File: src/rtl/snp_ram.sv
// ----------------------------------------------------------------------------
// snp_ram
// Generic single-write, single-read RAM with registered read data.
// ----------------------------------------------------------------------------
module snp_ram #(
	parameter int W = 8,
	parameter int D = 16
) (
	input  logic                 clk,
	input  logic                 we,
	input  logic [$clog2(D)-1:0] waddr,
	input  logic [W-1:0]         wdata,
	input  logic [$clog2(D)-1:0] raddr,
	output logic [W-1:0]         rdata
);

	logic [W-1:0] mem_q [D];

	always_ff @(posedge clk) begin
		if (we) begin
			mem_q[waddr] <= wdata;
		end
		rdata <= mem_q[raddr];
	end

endmodule

File: config.mk
export PLATFORM = sky130hd
export DESIGN_NAME = snp_ram
export DESIGN_NICKNAME = d
export VERILOG_FILES = /design/src/rtl/snp_ram.sv
export SDC_FILE = /design/constraint.sdc
export NUM_CORES = 1
export LEC_CHECK = 0
export BUFFER_PORTS_ARGS = -buffer_cell sky130_fd_sc_hd__buf_2
export CAP_MARGIN = 5
export CORE_ASPECT_RATIO = 2
export CORE_MARGIN = 1
export CORE_UTILIZATION = 35
export CTS_BUF_LIST = sky130_fd_sc_hd__clkbuf_2 sky130_fd_sc_hd__clkbuf_4 sky130_fd_sc_hd__clkbuf_8
export CTS_CLUSTER_DIAMETER = 150
export DETAILED_ROUTE_END_ITERATION = 8
export HOLD_SLACK_MARGIN = 0.02
export PLACE_DENSITY = 0.51
export SKIP_LAST_GASP = 1
export SYNTH_ARGS = -nofsm -noshare
export SYNTH_HDL_FRONTEND = slang
export SYNTH_SLANG_ARGS = --single-unit
File: constraint.sdc
create_clock -name clk -period 1.8 [get_ports clk]
set_input_delay 0.36 -clock clk [delete_from_list [all_inputs] [get_ports clk]]
set_output_delay 0.36 -clock clk [all_outputs]
set_load 0.02 [all_outputs]
==> flow_summary.json <==
{
  "r2r-end": "rdata[1]",
  "irDropWorstVdd_mv": 0.442,
  "whs_endpoint": "mem_q[0][5]",
  "min_path_type": "in2reg",
  "slew_viol_final": 0,
  "p_leak_uw": 0.00204,
  "yosysUniqueCellTypes": 19,
  "grt_max_degree": 33,
  "start_kind": "register",
  "synth_nets": 247,
  "multi_input_area_mm2": 0.00106,
  "clockRootBuffer": "clkbuf_8",
  "crit_fanout": 1,
  "die_h_um": 174,
  "avgSynthCellArea_um2": 22.5,
  "drive_above_1_share": 0.338,
  "tightest_slew_ps": 755,
  "insertion_delay_ps": 420,
  "min_path_cells": 1,
  "setup_tns_ps": 0,
  "portBuffers": 25,
  "grt_antenna_before_repair": 0,
  "path_class": "reg2reg",
  "synthCells": 229,
  "ant_nets": 0,
  "slowest_delay_ps": 500,
  "grt_setup_unrepaired": "false",
  "dpl_cell_area_mm2": 0.00565,
  "crit_path_cell_trace": "mux4_1, a22oi_1, nand2_1",
  "relSlewSlack": 0.495,
  "r2r_cells": 3,
  "ctsHoldBuffers": 0,
  "cts_resized": 0,
  "die_w_um": 87.8,
  "syn_to_final_growth_pct": 17.5,
  "ys_top_cells_by_area": "edfxtp_1 75%, mux4_2 7.9%, mux4_1 7.1%",
  "grtUsageTotal": 0.155,
  "dp_hpwl_mm": 7.37,
  "fillers": 1270,
  "drt_pass1_iterations": 6,
  "grt_pass1_vias": 2689,
  "fin_skew_ps": 7.09,
  "fin_crit_ps": 1330,
  "endpoint_kind": "register",
  "crit_family": "multiplexers",
  "routed_via_density": 4.85,
  "dr.first_iter.drc_count": 176,
  "power_density_mw_per_mm2": 1050,
  "regArea_mm2": 0.00400,
  "yosys.area.top_type": "edfxtp_1",
  "ys_ff_latch": 136,
  "globalplace.congestion": 0.721,
  "cts_max_path_buffers": 2,
  "postLayoutCellArea_mm2": 0.00605,
  "vias": 2397,
  "io_pins": 26,
  "status": "complete, no violations",
  "grt_pass1_wl_mm": 16.2,
  "cts_buffers": 17,
  "setup_viol": 0,
  "wl_per_cell_um": 21.1,
  "wl_mm": 10.4,
  "core_area_mm2": 0.0144,
  "htreeDepth": 4,
  "r2r-start": "mem_q[9][1]",
  "die-area_mm2": 0.0152,
  "drc": 0,
  "syn_area_mm2": 0.00515,
  "cts.sinks": 136,
  "cts_tree": "done",
  "hp-start": "wdata[5]",
  "diodes": 0,
  "max_clock_freq_mhz": 754,
  "finalHoldViolCount": 0,
  "start_util": 0.359,
  "crit_buf_inv": 0,
  "clkTransAtPathRegs_ps": 80,
  "gr-total-overflow": 0,
  "yosysSeqAreaShare": 0.778,
  "yosys.area.top_type_share": 0.747,
  "fin_crit_sh": 0.736,
  "regToRegSetupSlack_ps": 470,
  "crit_arrival_ps": 1630,
  "yosysWarnings": 0,
  "finalNetCount": 307,
  "fp-row-count": 62,
  "maxCapViolations": 0,
  "critPathSlowestCell": "mux4_1",
  "cts_setup_buffers": 0,
  "required_ps": 2110
}
## synthesized netlist by cell type
cell	number
nand3_1	1
edfxtp_1	128
buf_6	3
clkdlybuf4s25_2	3
buf_2	3
dfxtp_1	8
mux4_2	18
and2b_1	1
nand2_1	9
mux4_1	14
and2_1	1
nand2b_1	2
nand3b_1	2
nor2b_1	1
or3b_2	1
buf_4	1
nor2_1	13
nor3_1	4
a22oi_1	16
## power by group
group	internal (uW)	switching, uW	total [uW]
sequential	3540	21.7	3560
combinational	148	210	358
clock	1280	1160	2430
## state kept, by name (all words and copies together) (netlist names)
name / cells
mem_q: 128
rdata: 8
## layout make-up
cell class                      count  share of cell area
Multi-Input combinational cell     83               0.176
Timing Repair Buffer               51              0.0571
Clock buffer                       18              0.0410
Clock inverter                     14              0.0246
Tap cell                          192              0.0397
Sequential cell                   136               0.662
## per-layer routing
metal  track usage  vias up  share of wire
met5             0        -              0
met4        0.0560        0          0.014
met3        0.0329        8          0.026
met2         0.297       49           0.61
met1         0.158     1246           0.35
li1              -     1094              -
## how the worst max path moves through the flow
stage,slack [ps],start,to,depth (start not counted)
floorplan,170,waddr[2],mem_q[3][0],2
global placement,30,raddr[0],rdata[6],5
detailed placement,20,raddr[0],rdata[0],5
CTS,430,rdata[6],rdata[6],1
global route,380,mem_q[1][2],rdata[2],3
finish,470,mem_q[9][1],rdata[1],3
## cell families after synthesis
kind of cell           Yosys count  share of synthesized area
AOI/OAI and AO/OA               16                     0.0233
buffers and inverters           10                     0.0168
DFF                            136                      0.778
muxes                           32                      0.150
and+or+nand+nor                 35                     0.0318
## layout by cell type (no fill, tap or decap), drive strengths merged
cell type  Yosys  routed
edfxtp       128     128
buf            7      51
mux4          32      32
clkbuf         0      18
a22oi         16      16
nor2          13      13
nand2          9       9
dfxtp          8       8
clkinv         0       6
nor3           4       4
clkinvlp       0       3
inv            0       3
nand3b         2       2
nand2b         2       2
bufinv         0       2
nor2b          1       1
and2           1       1
and2b          1       1
nand3          1       1
or3b           1       1
## through the flow
step	hold slack (ps)	utilization	total power [uW]	setup slack (ps)	std cells
after floorplan	459	-	3830	174	229
after global placement	658	0.394	3990	28.6	462
after detailed placement	672	0.394	4000	20.7	462
after CTS	300	0.421	6420	433	494
after global routing	311	0.421	6560	380	494
final	318	0.421	6350	474	494
(Power assumes the default switching activity.)
