**src/rtl/snp_pkg.sv**
```systemverilog
// ----------------------------------------------------------------------------
// snp_pkg
// Types, register indexes and defaults shared by the neuron block.
// ----------------------------------------------------------------------------
package snp_pkg;

	localparam int MAX_CONNS_DEF   = 256;
	localparam int NUM_SOURCES_DEF = 64;
	localparam int FRAC_BITS_DEF   = 8;

	// configuration register indexes
	localparam logic [2:0] REG_THRESHOLD = 3'd0;
	localparam logic [2:0] REG_REFRACT   = 3'd1;
	localparam logic [2:0] REG_RANGE     = 3'd2;
	localparam logic [2:0] REG_PLASTIC   = 3'd3;
	localparam logic [2:0] REG_POT_STEP  = 3'd4;
	localparam logic [2:0] REG_DEP_STEP  = 3'd5;
	localparam logic [2:0] REG_LIMIT     = 3'd6;

	// result status codes
	localparam logic [1:0] ST_OK      = 2'd0;
	localparam logic [1:0] ST_ILLEGAL = 2'd1;
	localparam logic [1:0] ST_FULL    = 2'd2;

	// input op codes
	localparam logic OP_CONNECT = 1'b0;
	localparam logic OP_TICK    = 1'b1;

	typedef struct packed {
		logic              op;
		logic [5:0]        source;
		logic signed [7:0] init_weight;
		logic [63:0]       fired_sources;
	} in_t;

	typedef struct packed {
		logic       spike;
		logic [1:0] status;
		logic [8:0] live_connections;
	} out_t;

	typedef struct packed {
		logic [22:0] fire_threshold;
		logic [7:0]  refractory_ticks;
		logic [6:0]  weight_range;
		logic        plastic_enable;
		logic [14:0] potentiation_step;
		logic [14:0] depression_step;
		logic [8:0]  connection_limit;
	} cfg_t;

endpackage

```
**src/rtl/snp_cfg.sv**
```systemverilog
// ----------------------------------------------------------------------------
// snp_cfg
// Configuration register file, written through a plain write port.
// ----------------------------------------------------------------------------
module snp_cfg import snp_pkg::*; (
	input  logic        clk,
	input  logic        arst_n,
	input  logic        cfg_we,
	input  logic [2:0]  cfg_index,
	input  logic [22:0] cfg_data,
	output cfg_t        cfg
);

	cfg_t cfg_q;

	assign cfg = cfg_q;

	// register writes, unknown indexes ignored
	always_ff @(posedge clk or negedge arst_n) begin
		if (!arst_n) begin
			cfg_q.fire_threshold    <= 23'd7680;
			cfg_q.refractory_ticks  <= 8'd2;
			cfg_q.weight_range      <= 7'd10;
			cfg_q.plastic_enable    <= 1'b0;
			cfg_q.potentiation_step <= 15'd0;
			cfg_q.depression_step   <= 15'd0;
			cfg_q.connection_limit  <= 9'd150;
		end else if (cfg_we) begin
			unique case (cfg_index)
				REG_THRESHOLD: cfg_q.fire_threshold    <= cfg_data;
				REG_REFRACT:   cfg_q.refractory_ticks  <= cfg_data[7:0];
				REG_RANGE:     cfg_q.weight_range      <= cfg_data[6:0];
				REG_PLASTIC:   cfg_q.plastic_enable    <= cfg_data[0];
				REG_POT_STEP:  cfg_q.potentiation_step <= cfg_data[14:0];
				REG_DEP_STEP:  cfg_q.depression_step   <= cfg_data[14:0];
				REG_LIMIT:     cfg_q.connection_limit  <= cfg_data[8:0];
				default: ;
			endcase
		end
	end

endmodule
```
**config.mk**
```make
export PLATFORM = sky130hd
export DESIGN_NAME = snp_cfg
export DESIGN_NICKNAME = d
export VERILOG_FILES = /design/src/rtl/snp_pkg.sv /design/src/rtl/snp_cfg.sv
export SDC_FILE = /design/constraint.sdc
export NUM_CORES = 1
export LEC_CHECK = 0
export BUFFER_PORTS_ARGS = -buffer_cell sky130_fd_sc_hd__buf_4
export CORE_MARGIN = 4
export CORE_UTILIZATION = 30
export DETAILED_ROUTE_END_ITERATION = 8
export GPL_TIMING_DRIVEN = 0
export SYNTH_ARGS = -nofsm -noshare
export SYNTH_HDL_FRONTEND = slang
export SYNTH_SLANG_ARGS = --single-unit
```
**constraint.sdc**
```tcl
create_clock -name clk -period 1.35 [get_ports clk]
set_input_delay 0.0675 -clock clk [delete_from_list [all_inputs] [get_ports clk]]
set_output_delay 0.0675 -clock clk [all_outputs]
set_load 0.005 [all_outputs]
```
==> out/results.ini, run 1 <==
[outcome]
status = finished clean

[floorplan]
start_util = 0.311
die_height_um = 109
coreArea_um2 = 9820
fp-row-count = 36
dieArea_um2 = 11800
pin_count = 107
die_x_um = 109

[hold_path]
hold_path_class = input pin to flip-flop
hold_depth = 2

[place]
placedInstanceArea_um2 = 4010
numPortBuffers = 106
place_hpwl_um = 4830
gp_congestion = 0.655
dp_slack_ns = -0.149

[setup_path]
path_buf_inv = 2
cp_top_family = simple AND/OR/NAND/NOR gates
cp_max_fo = 10
cpPeakStageDelay_ns = 0.52
cp_num_cells = 4
required_ns = 1.57
critPathArrivalTime_ns = 1.33
path_cells = buf_4 > nor4b_4 > buf_6 > mux2_2
worstSetupStartpointType = input pin
r2r_cells = 1
path_class = input pin to flip-flop
cp-end-kind = flip-flop
cp_slowest_cell = nor4b_4

[clocking]
tritoncts = done
cts-root-buf = clkbuf_8
path_clk_slew_ns = 0.08
cts_sinks = 78
cts_buffers = 9
htreeDepth = 3
clockBufferDepth = 2
cts_resized = 0
clk-insertion-delay-late_ns = 0.33

[synth]
synth_edf_count = 0
async_reset_ff_frac = 1.00
yosys.area.top_type_share = 0.550
synth-main-ff-cell = dfrtp_1
syn_avg_cell_area_um2 = 17.9
syn_nets = 199
yosys.area.top_type = dfrtp_1
synth_warnings = 0
synthCells = 170
syn_area_um2 = 3050
synthTopCellsByCount = dfrtp_1, mux2_2, dfstp_2, mux2_4, buf_6
synth_seq_cells = 78
synth_area_leaders = dfrtp_1, mux2_2, dfstp_2, mux2_4, buf_6
seq_area_frac_synth = 0.644
yosysUniqueCellTypes = 14

[final_layout]
nets = 338
largest_reg_flops = 78
final.fill_count = 902
area_growth_syn_to_layout_pct = 44.5
diodes = 0
final_layout_size_suffix_gt1_frac = 0.707
stdcell_area_um2 = 4410
postLayoutCoreUtil = 0.449

[power_and_ir_drop]
p_leak_nw = 2.04
ir_drop_uv = 620
power_density_nw_per_um2 = 1450
p_total_w = 0.00639

[global_routing]
grt_pass1_vias = 2188
antenna_found_initial = 0
grt-ovfl-total = 0
grt_use_total = 0.130
grt_max_degree = 79
grt_pass1_wl_um = 11600

[sta]
fmax_mhz = 904
hold_viol = 0
min_period_ns = 1.11
timing.slew.headroom = 0.336
report.final.setup_viol = 0
tightestPinTransition_ns = 0.996
fin_crit_sh = 0.819
rsz0062_at_grt = false
fin_ws_ns = 0.244
fin_skew_ns = 0
whs_ns = 0.0289
slew_violations = 0

[routing]
drt_pre_antenna_iters = 4
drtIter0Drc = 27
routed_wirelength_um = 7260
detail_route.wl_per_cell_um = 16.2
drtAntennaViolNets = 0
num_vias = 1962
viasPerCell = 4.39
drcViolationCount = 0

[job]
cap_violations = 0

## metrics by stage
stage / TNS (ns) / cells
after floorplan: 0 / 170
after global placement: -2.20 / 409
after detailed placement: -2.44 / 409
after CTS: 0 / 447
after global routing: 0 / 447
final: 0 / 447
## layout make-up
type,count,area [µm²],share of cell area
flip-flops and latches,78,1970,0.446
repair buffers,128,1020,0.230
multi-input cells,85,1010,0.230
well taps,133,166,0.0378
clock buffers,10,138,0.0312
plain buffers,7,71.3,0.0162
clock inverters,6,37.5,0.00852
## power breakdown
group / internal (W) / switching (W)
sequential: 0.00290 / 0.000275
combinational: 0.00113 / 0.000525
clock: 0.000708 / 0.000852
## cell families after synthesis
kind of cell | synth area share
buf+inv | 0.0234
flops | 0.644
mux | 0.300
simple gates | 0.0320
## layout by cell type, fill, tap and decap left out
cell	count
mux2_2	67
dfrtp_1	67
nand4b_2	2
nor4b_4	1
nand4b_1	1
nor4bb_1	1
mux2_4	10
clkinvlp_4	3
buf_12	1
clkinv_2	3
buf_2	2
clkbuf_8	10
mux2_1	1
buf_6	3
dlygate4sd3_1	22
and4bb_2	2
buf_4	107
dfstp_2	11
## final timing paths
check	from	endpoint	slack [ns]
max in group asynchronous	arst_n	cfg[8]$_DFFE_PN0P_	0.26
setup reg to reg	cfg[30]$_DFFE_PN0P_	cfg[30]$_DFFE_PN0P_	0.58
min in group asynchronous	arst_n	cfg[33]$_DFFE_PN0P_	0.41
hold / removal	cfg_data[4]	cfg[28]$_DFFE_PN0P_	0.03
hold reg to reg	cfg[68]$_DFFE_PN0P_	cfg[68]$_DFFE_PN0P_	0.50
setup / recovery	cfg_index[0]	cfg[56]$_DFFE_PN0P_	0.24
## per-layer routing
| metal | wire, µm | vias to the layer above | GRT usage | part of all wire |
|---|---|---|---|---|
| met1 | 3140 | 980 | 0.160 | 0.43 |
| met4 | 171 | 0 | 0.0586 | 0.024 |
| li1 | - | 897 | - | - |
| met2 | 3400 | 73 | 0.209 | 0.47 |
| met3 | 549 | 12 | 0.0379 | 0.076 |
| met5 | 0 | - | 0 | 0 |
## what timing repair did
item / CTS / global route
hold buffers: 22 / 0
buffers inserted: 0 / 0
hold endpoints to repair: 130 / 0
(Power assumes the default switching activity.)
==> run 2, diff against run 1 <==
--- a/config.mk
+++ b/config.mk
@@ -5,6 +5,7 @@
 export SDC_FILE = /design/constraint.sdc
 export NUM_CORES = 1
 export LEC_CHECK = 0
+export ABC_AREA = 1
 export BUFFER_PORTS_ARGS = -buffer_cell sky130_fd_sc_hd__buf_4
 export CORE_MARGIN = 4
 export CORE_UTILIZATION = 30
==> constraint.sdc (replaced) <==
create_clock -name clk -period 1 [get_ports clk]
set_input_delay 0.05 -clock clk [delete_from_list [all_inputs] [get_ports clk]]
set_output_delay 0.05 -clock clk [all_outputs]
set_load 0.005 [all_outputs]
==> run 2 against run 1 <==
Net effect:
- the run now ends with negative hold slack, negative setup slack left
- combinational power rose by 22%
- final cell count rose by 40%
- sequential share of layout area fell by 1.4 points
- clock skew did not move
- die area rose by 1.9%
- non-clock buffer count rose by 8
- critical path type is now flip-flop to output pin
- highest routed layer unchanged
==> out/results.ini, run 2 <==
[place]
place_hpwl_um = 6490  ; +34%
numPortBuffers = 106  ; unchanged
placedInstanceArea_um2 = 4080  ; +1.6%
dp_slack_ns = -0.160  ; -0.0114 ns
gp_congestion = 0.743  ; +13%

[synth]
synth-main-ff-cell = dfrtp_1
syn_nets = 377  ; +89%
synth-simple-area-share = 0.337  ; +0.305
synth_xor_area_frac = 0  ; unchanged
syn_avg_cell_area_um2 = 8.95  ; -50%
yosys.area.top_type = dfrtp_1
synth_edf_count = 0  ; unchanged
seq_area_frac_synth = 0.631  ; -0.0132
synthTopCellsByCount = nand2_1, dfrtp_1, nand3_1, dfstp_2, buf_2
synth_area_leaders = dfrtp_1, nand2_1, dfstp_2, nand3_1, buf_4
synth.area.mux_share = 0  ; -0.300
synthCells = 348  ; +100%
synth_warnings = 0  ; unchanged
yosys.area.top_type_share = 0.538  ; -0.0113
async_reset_ff_frac = 1.00  ; unchanged
yosysUniqueCellTypes = 14  ; unchanged
synth_most_common_cell = nand2_1
synth_seq_cells = 78  ; unchanged
synth_compound_area_frac = 0  ; unchanged
synthAdderAreaFrac = 0  ; unchanged
synth_top_family_by_area = simple AND/OR/NAND/NOR gates
syn_area_um2 = 3110  ; +2.1%

[routing]
viasPerCell = 4.46  ; +1.7%
drtAntennaViolNets = 0  ; unchanged
drcViolationCount = 0  ; unchanged
drtIter0Drc = 139  ; +410%
routed_wirelength_um = 9270  ; +28%
num_vias = 2794  ; +42%
detail_route.wl_per_cell_um = 14.8  ; -8.8%
drt_pre_antenna_iters = 4  ; unchanged

[setup_path]
cp-startpoint = cfg[65]$_DFFE_PN1P_
r2r-start = cfg[48]$_DFFE_PN1P_
cpPeakStageDelay_ns = 0.56  ; +0.04 ns
endpoint = cfg[65]
reg2reg_slack_ns = 0.26  ; -0.32 ns
path_class = flip-flop to output pin
r2r_cells = 2  ; +1
cp_max_fo = 2  ; -8
path_buf_inv = 1  ; -1
cp_num_cells = 1  ; -3
required_ns = 0.95  ; -0.62 ns
r2r-end = cfg[48]$_DFFE_PN1P_
cp_slowest_cell = dfstp_2
worstSetupStartpointType = flip-flop
cp_top_family = flip-flops
cp-end-kind = output pin
critPathArrivalTime_ns = 0.99  ; -0.34 ns
path_cells = buf_6

[power_and_ir_drop]
power_density_nw_per_um2 = 1900  ; +31%
pwr-share-seq = 0.483  ; -0.014
p_int_w = 0.00619  ; +31%
p_leak_nw = 2.46  ; +21%
combPwrFrac = 0.233  ; -0.026
power_frac_clock = 0.284  ; +0.040
switching_power_w = 0.00246  ; +49%
netSwitchingFraction = 0.284  ; +0.0259
ir_drop_uv = 855  ; +38%

[global_routing]
busiest_layer = met2
met3_usage = 0.0435  ; +0.00556
grt_pass1_vias = 2730  ; +25%
met1_usage = 0.214  ; +0.0535
grt_use_total = 0.156  ; +0.0270
grt-ovfl-total = 0  ; unchanged
grt_max_degree = 79  ; unchanged
antenna_found_initial = 0  ; unchanged
grt_pass1_wl_um = 14500  ; +25%
grtUsageMet2 = 0.250  ; +0.0408

[sta]
fin_crit_sh = 1.04
fmax_mhz = 962
fin_ws_ns = -0.0392  ; -0.283 ns
timing.slew.headroom = 0.346  ; +0.00950
tightestPinTransition_ns = 0.981  ; -0.0142 ns
min_period_ns = 1.04
fin_skew_ns = 0  ; unchanged
rsz0062_at_grt = true
whs_ns = -0.135  ; -0.164 ns
report.final.setup_viol = 11  ; +11
hold_viol = 67  ; +67
slew_violations = 0  ; unchanged

[final_layout]
nets = 517  ; +53%
largest_reg_flops = 78  ; unchanged
stdcell_area_um2 = 4550  ; +3.3%
diodes = 0  ; unchanged
layout_commonest_cell = nand2_1
area_growth_syn_to_layout_pct = 46.2
postLayoutCoreUtil = 0.458  ; +0.00861
layout_common_cells = nand2_1, buf_4, dfrtp_1, nand3_1, dlygate4sd3_1
final_layout_size_suffix_gt1_frac = 0.316  ; -0.391

[floorplan]
die_x_um = 110  ; +0.96%
start_util = 0.313  ; +0.00219
die_height_um = 110  ; +0.96%
dieArea_um2 = 12100  ; +1.9%
fp-row-count = 36  ; unchanged
coreArea_um2 = 9950  ; +1.4%
pin_count = 107  ; unchanged

[clocking]
clockBufferDepth = 2  ; unchanged
cts_setup_buffers = 0  ; unchanged
cts_sinks = 78  ; unchanged
cts_buffers = 9  ; unchanged
clk-insertion-delay-late_ns = 0.33  ; about the same
cts-root-buf = clkbuf_8
tritoncts = done
path_clk_slew_ns = 0.09  ; about the same
ctsHoldBuffers = 23  ; +4.5%
htreeDepth = 3  ; unchanged

[hold_path]
hold_path_class = input pin to asynchronous set/reset pin

[outcome]
violations = negative hold slack, negative setup slack
status = finished, violations left

[job]
cap_violations = 0  ; unchanged

## run 2: layout make-up
cell class	count	area, µm²
Buffer	14	78.8
Inverter	5	18.8
Clock buffer	10	138
Tap cell	133	166
Multi-Input combinational cell	251	1050
Timing Repair Buffer	129	1070
Fill cell	992	5400
Sequential cell	78	1970
Clock inverter	6	68.8
## run 2: power by group through the flow
stage          Clock [W]  Combinational [W]  Sequential [W]
6_report         0.00246            0.00201         0.00417
5_1_grt          0.00271            0.00226         0.00425
3_5_place_dp           0            0.00194         0.00421
3_3_place_gp           0            0.00191         0.00420
2_1_floorplan          0           0.000575         0.00421
4_1_cts          0.00254            0.00207         0.00418
## run 2: worst min-delay path by stage
stage                      start             endpoint  slack [ns]  depth (start not counted)
after floorplan           arst_n   cfg[0]$_DFFE_PN0P_       -0.25                          0
after global placement    arst_n  cfg[33]$_DFFE_PN0P_        0.27                          1
after detailed placement  arst_n  cfg[34]$_DFFE_PN0P_        0.27                          1
after CTS                 arst_n  cfg[34]$_DFFE_PN0P_       -0.11                          1
after global routing      arst_n  cfg[33]$_DFFE_PN0P_       -0.07                          1
final                     arst_n  cfg[34]$_DFFE_PN0P_       -0.14                          1
## run 2: what timing repair did
action | in CTS | in global routing
endpoints found under the setup margin | 11 | 11
gates resized for setup | 11 | 0
endpoints found under the hold margin | 115 | 67
## run 2: cells by family after synthesis
logic type,count (synthesis)
buffers and inverters,19
DFF,78
and+or+nand+nor,251
## run 2: routing by layer
metal,vias up,routed length (µm)
met4,0,32
li1,1374,-
met5,-,0
met1,1319,4130
met3,4,745
met2,97,4360
## run 2: through the flow
stage / power (W) / setup TNS (ns) / instances
2_1_floorplan: 0.00479 / 0 / 348
3_3_place_gp: 0.00610 / -5.14 / 587
3_5_place_dp: 0.00615 / -5.52 / 587
4_1_cts: 0.00878 / -0.479 / 626
5_1_grt: 0.00921 / -0.796 / 626
6_report: 0.00864 / -0.302 / 626
==> run 3, diff against run 2 <==
--- a/config.mk
+++ b/config.mk
@@ -9,8 +9,11 @@
 export BUFFER_PORTS_ARGS = -buffer_cell sky130_fd_sc_hd__buf_4
 export CORE_MARGIN = 4
 export CORE_UTILIZATION = 30
+export CTS_CLUSTER_SIZE = 10
 export DETAILED_ROUTE_END_ITERATION = 8
 export GPL_TIMING_DRIVEN = 0
+export RECOVER_POWER = 50
+export SKIP_CTS_REPAIR_TIMING = 1
 export SYNTH_ARGS = -nofsm -noshare
 export SYNTH_HDL_FRONTEND = slang
 export SYNTH_SLANG_ARGS = --single-unit
==> run 3 against run 2 <==
Net effect:
- the flow still finishes with violations (negative hold slack, negative setup slack)
- die area stayed put
- combinational power about the same
- critical path depth did not move
- first-iteration DRC count down 24%
- sequential cell count stayed put
- global-route usage fell by 0.35 points
- register-to-register slack is essentially flat
- core utilization is 0.31 points lower
- worst hold slack gained 0.041 ns
- clock power hardly changed
- clock skew unchanged
- clock-buffer cell count is the same
- critical endpoint unchanged
==> out/results.ini, run 3 (synthesis gave the netlist of run 2 again) <==
[setup_path]
r2r_cells = 2  ; unchanged
r2r-start = cfg[1]$_DFFE_PN1P_
required_ns = 0.95  ; about the same
cp-end-kind = output pin
cpPeakStageDelay_ns = 0.56  ; about the same
cp_num_cells = 1  ; unchanged
cp_slowest_cell = dfstp_2
endpoint = cfg[65]
path_class = flip-flop to output pin
path_buf_inv = 1  ; unchanged
r2r-end = cfg[1]$_DFFE_PN1P_
reg2reg_slack_ns = 0.27  ; about the same
path_cells = buf_6
cp_max_fo = 2  ; unchanged
cp_top_family = flip-flops
worstSetupStartpointType = flip-flop
critPathArrivalTime_ns = 0.99  ; about the same
cp-startpoint = cfg[65]$_DFFE_PN1P_

[routing]
drt_pre_antenna_iters = 4  ; unchanged
num_vias = 2778  ; -0.57%
drtAntennaViolNets = 0  ; unchanged
viasPerCell = 4.44  ; -0.57%
detail_route.wl_per_cell_um = 14.8  ; +0.18%
drcViolationCount = 0  ; unchanged
routed_wirelength_um = 9290  ; +0.18%
drtIter0Drc = 106  ; -24%

[outcome]
status = finished, violations left
violations = negative hold slack, negative setup slack

[clocking]
htreeDepth = 3  ; unchanged
cts_buffers = 9  ; unchanged
path_clk_slew_ns = 0.09  ; about the same
cts-root-buf = clkbuf_8
cts_sinks = 78  ; unchanged
clockBufferDepth = 2  ; unchanged
clk-insertion-delay-late_ns = 0.33  ; about the same
tritoncts = done

[floorplan]
start_util = 0.313  ; unchanged
fp-row-count = 36  ; unchanged
die_x_um = 110  ; unchanged
die_height_um = 110  ; unchanged
pin_count = 107  ; unchanged
dieArea_um2 = 12100  ; unchanged
coreArea_um2 = 9950  ; unchanged

[sta]
slew_violations = 0  ; unchanged
hold_viol = 67  ; unchanged
fin_skew_ns = 0  ; unchanged
fin_ws_ns = -0.0383  ; +0.000914 ns
rsz0062_at_grt = true
tightestPinTransition_ns = 1.08  ; +0.0940 ns
min_period_ns = 1.04  ; -0.000914 ns
fmax_mhz = 963  ; about the same
timing.slew.headroom = 0.283  ; -0.0626
whs_ns = -0.0940  ; +0.0411 ns
fin_crit_sh = 1.04  ; about the same
report.final.setup_viol = 11  ; unchanged

[global_routing]
grt-ovfl-total = 0  ; unchanged
grt_max_degree = 79  ; unchanged
antenna_found_initial = 0  ; unchanged
grt_pass1_vias = 2630  ; -3.7%
grt_pass1_wl_um = 14100  ; -2.5%
grt_use_total = 0.153  ; -0.00350

[place]
dp.cells = 587  ; unchanged
place_hpwl_um = 6490  ; unchanged
numPortBuffers = 106  ; unchanged
gp_congestion = 0.743  ; unchanged

[power_and_ir_drop]
combPwrFrac = 0.232  ; about the same
ir_drop_uv = 845  ; -1.1%
p_int_w = 0.00617  ; -0.26%
power_frac_clock = 0.284  ; about the same
switching_power_w = 0.00245  ; -0.26%
pwr-share-seq = 0.484  ; about the same
netSwitchingFraction = 0.284  ; about the same
p_leak_nw = 2.44  ; -1.0%
power_density_nw_per_um2 = 1910  ; +0.43%

[final_layout]
diodes = 0  ; unchanged
layout_common_cells = nand2_1, buf_4, dfrtp_1, nand3_1, dlygate4sd3_1
largest_reg_flops = 78  ; unchanged
final_cells = 626  ; unchanged
final_layout_size_suffix_gt1_frac = 0.296  ; -0.0203
layout_commonest_cell = nand2_1
postLayoutCoreUtil = 0.454  ; -0.00314
area_growth_syn_to_layout_pct = 45.2
nets = 517  ; unchanged

[job]
cap_violations = 0  ; unchanged

[hold_path]
hold_path_class = input pin to asynchronous set/reset pin

==> run 3: area by class of cell <==
type | instances | area [µm²]
Clock inverter | 6 | 68.8
Timing Repair Buffer | 129 | 1040
Fill cell | 1001 | 5430
Clock buffer | 10 | 138
Inverter | 5 | 18.8
Sequential cell | 78 | 1970
Buffer | 14 | 78.8
Multi-Input combinational cell | 251 | 1050
Tap cell | 133 | 166
==> run 3: worst min-delay path by stage <==
| stage | startpoint | to | cells after the start | slack, ns |
|---|---|---|---|---|
| after floorplan | arst_n | cfg[0]$_DFFE_PN0P_ | 0 | -0.25 |
| after global placement | arst_n | cfg[33]$_DFFE_PN0P_ | 1 | 0.27 |
| after detailed placement | arst_n | cfg[34]$_DFFE_PN0P_ | 1 | 0.27 |
| after CTS | arst_n | cfg[34]$_DFFE_PN0P_ | 1 | -0.11 |
| after global routing | arst_n | cfg[33]$_DFFE_PN0P_ | 1 | -0.01 |
| final | arst_n | cfg[34]$_DFFE_PN0P_ | 1 | -0.09 |
==> run 3: power groups by stage <==
| stage | clock (W) | sequential, W | combinational (W) |
|---|---|---|---|
| after floorplan | 0 | 0.00421 | 0.000575 |
| after global placement | 0 | 0.00420 | 0.00191 |
| after detailed placement | 0 | 0.00421 | 0.00194 |
| after CTS | 0.00254 | 0.00416 | 0.00194 |
| after global routing | 0.00270 | 0.00425 | 0.00224 |
| final | 0.00245 | 0.00417 | 0.00200 |
==> run 3: layer usage <==
metal	track usage	vias to the layer above	wire length [µm]
met5	0	-	0
met1	0.212	1320	4290
met4	0.0294	0	38
li1	-	1375	-
met2	0.240	79	4360
met3	0.0429	4	597
==> run 3: metrics by stage <==
step                      total power (W)  instance area [µm²]  setup TNS (ns)  setup WS [ns]
final                             0.00862                 4520          -0.291        -0.0383
after global routing              0.00920                 4520           -2.36         -0.102
after floorplan                   0.00479                 3110               0          0.212
after detailed placement          0.00615                 4080           -5.52         -0.160
after CTS                         0.00865                 4280          -0.518        -0.0718
after global placement            0.00610                 4080           -5.14         -0.158
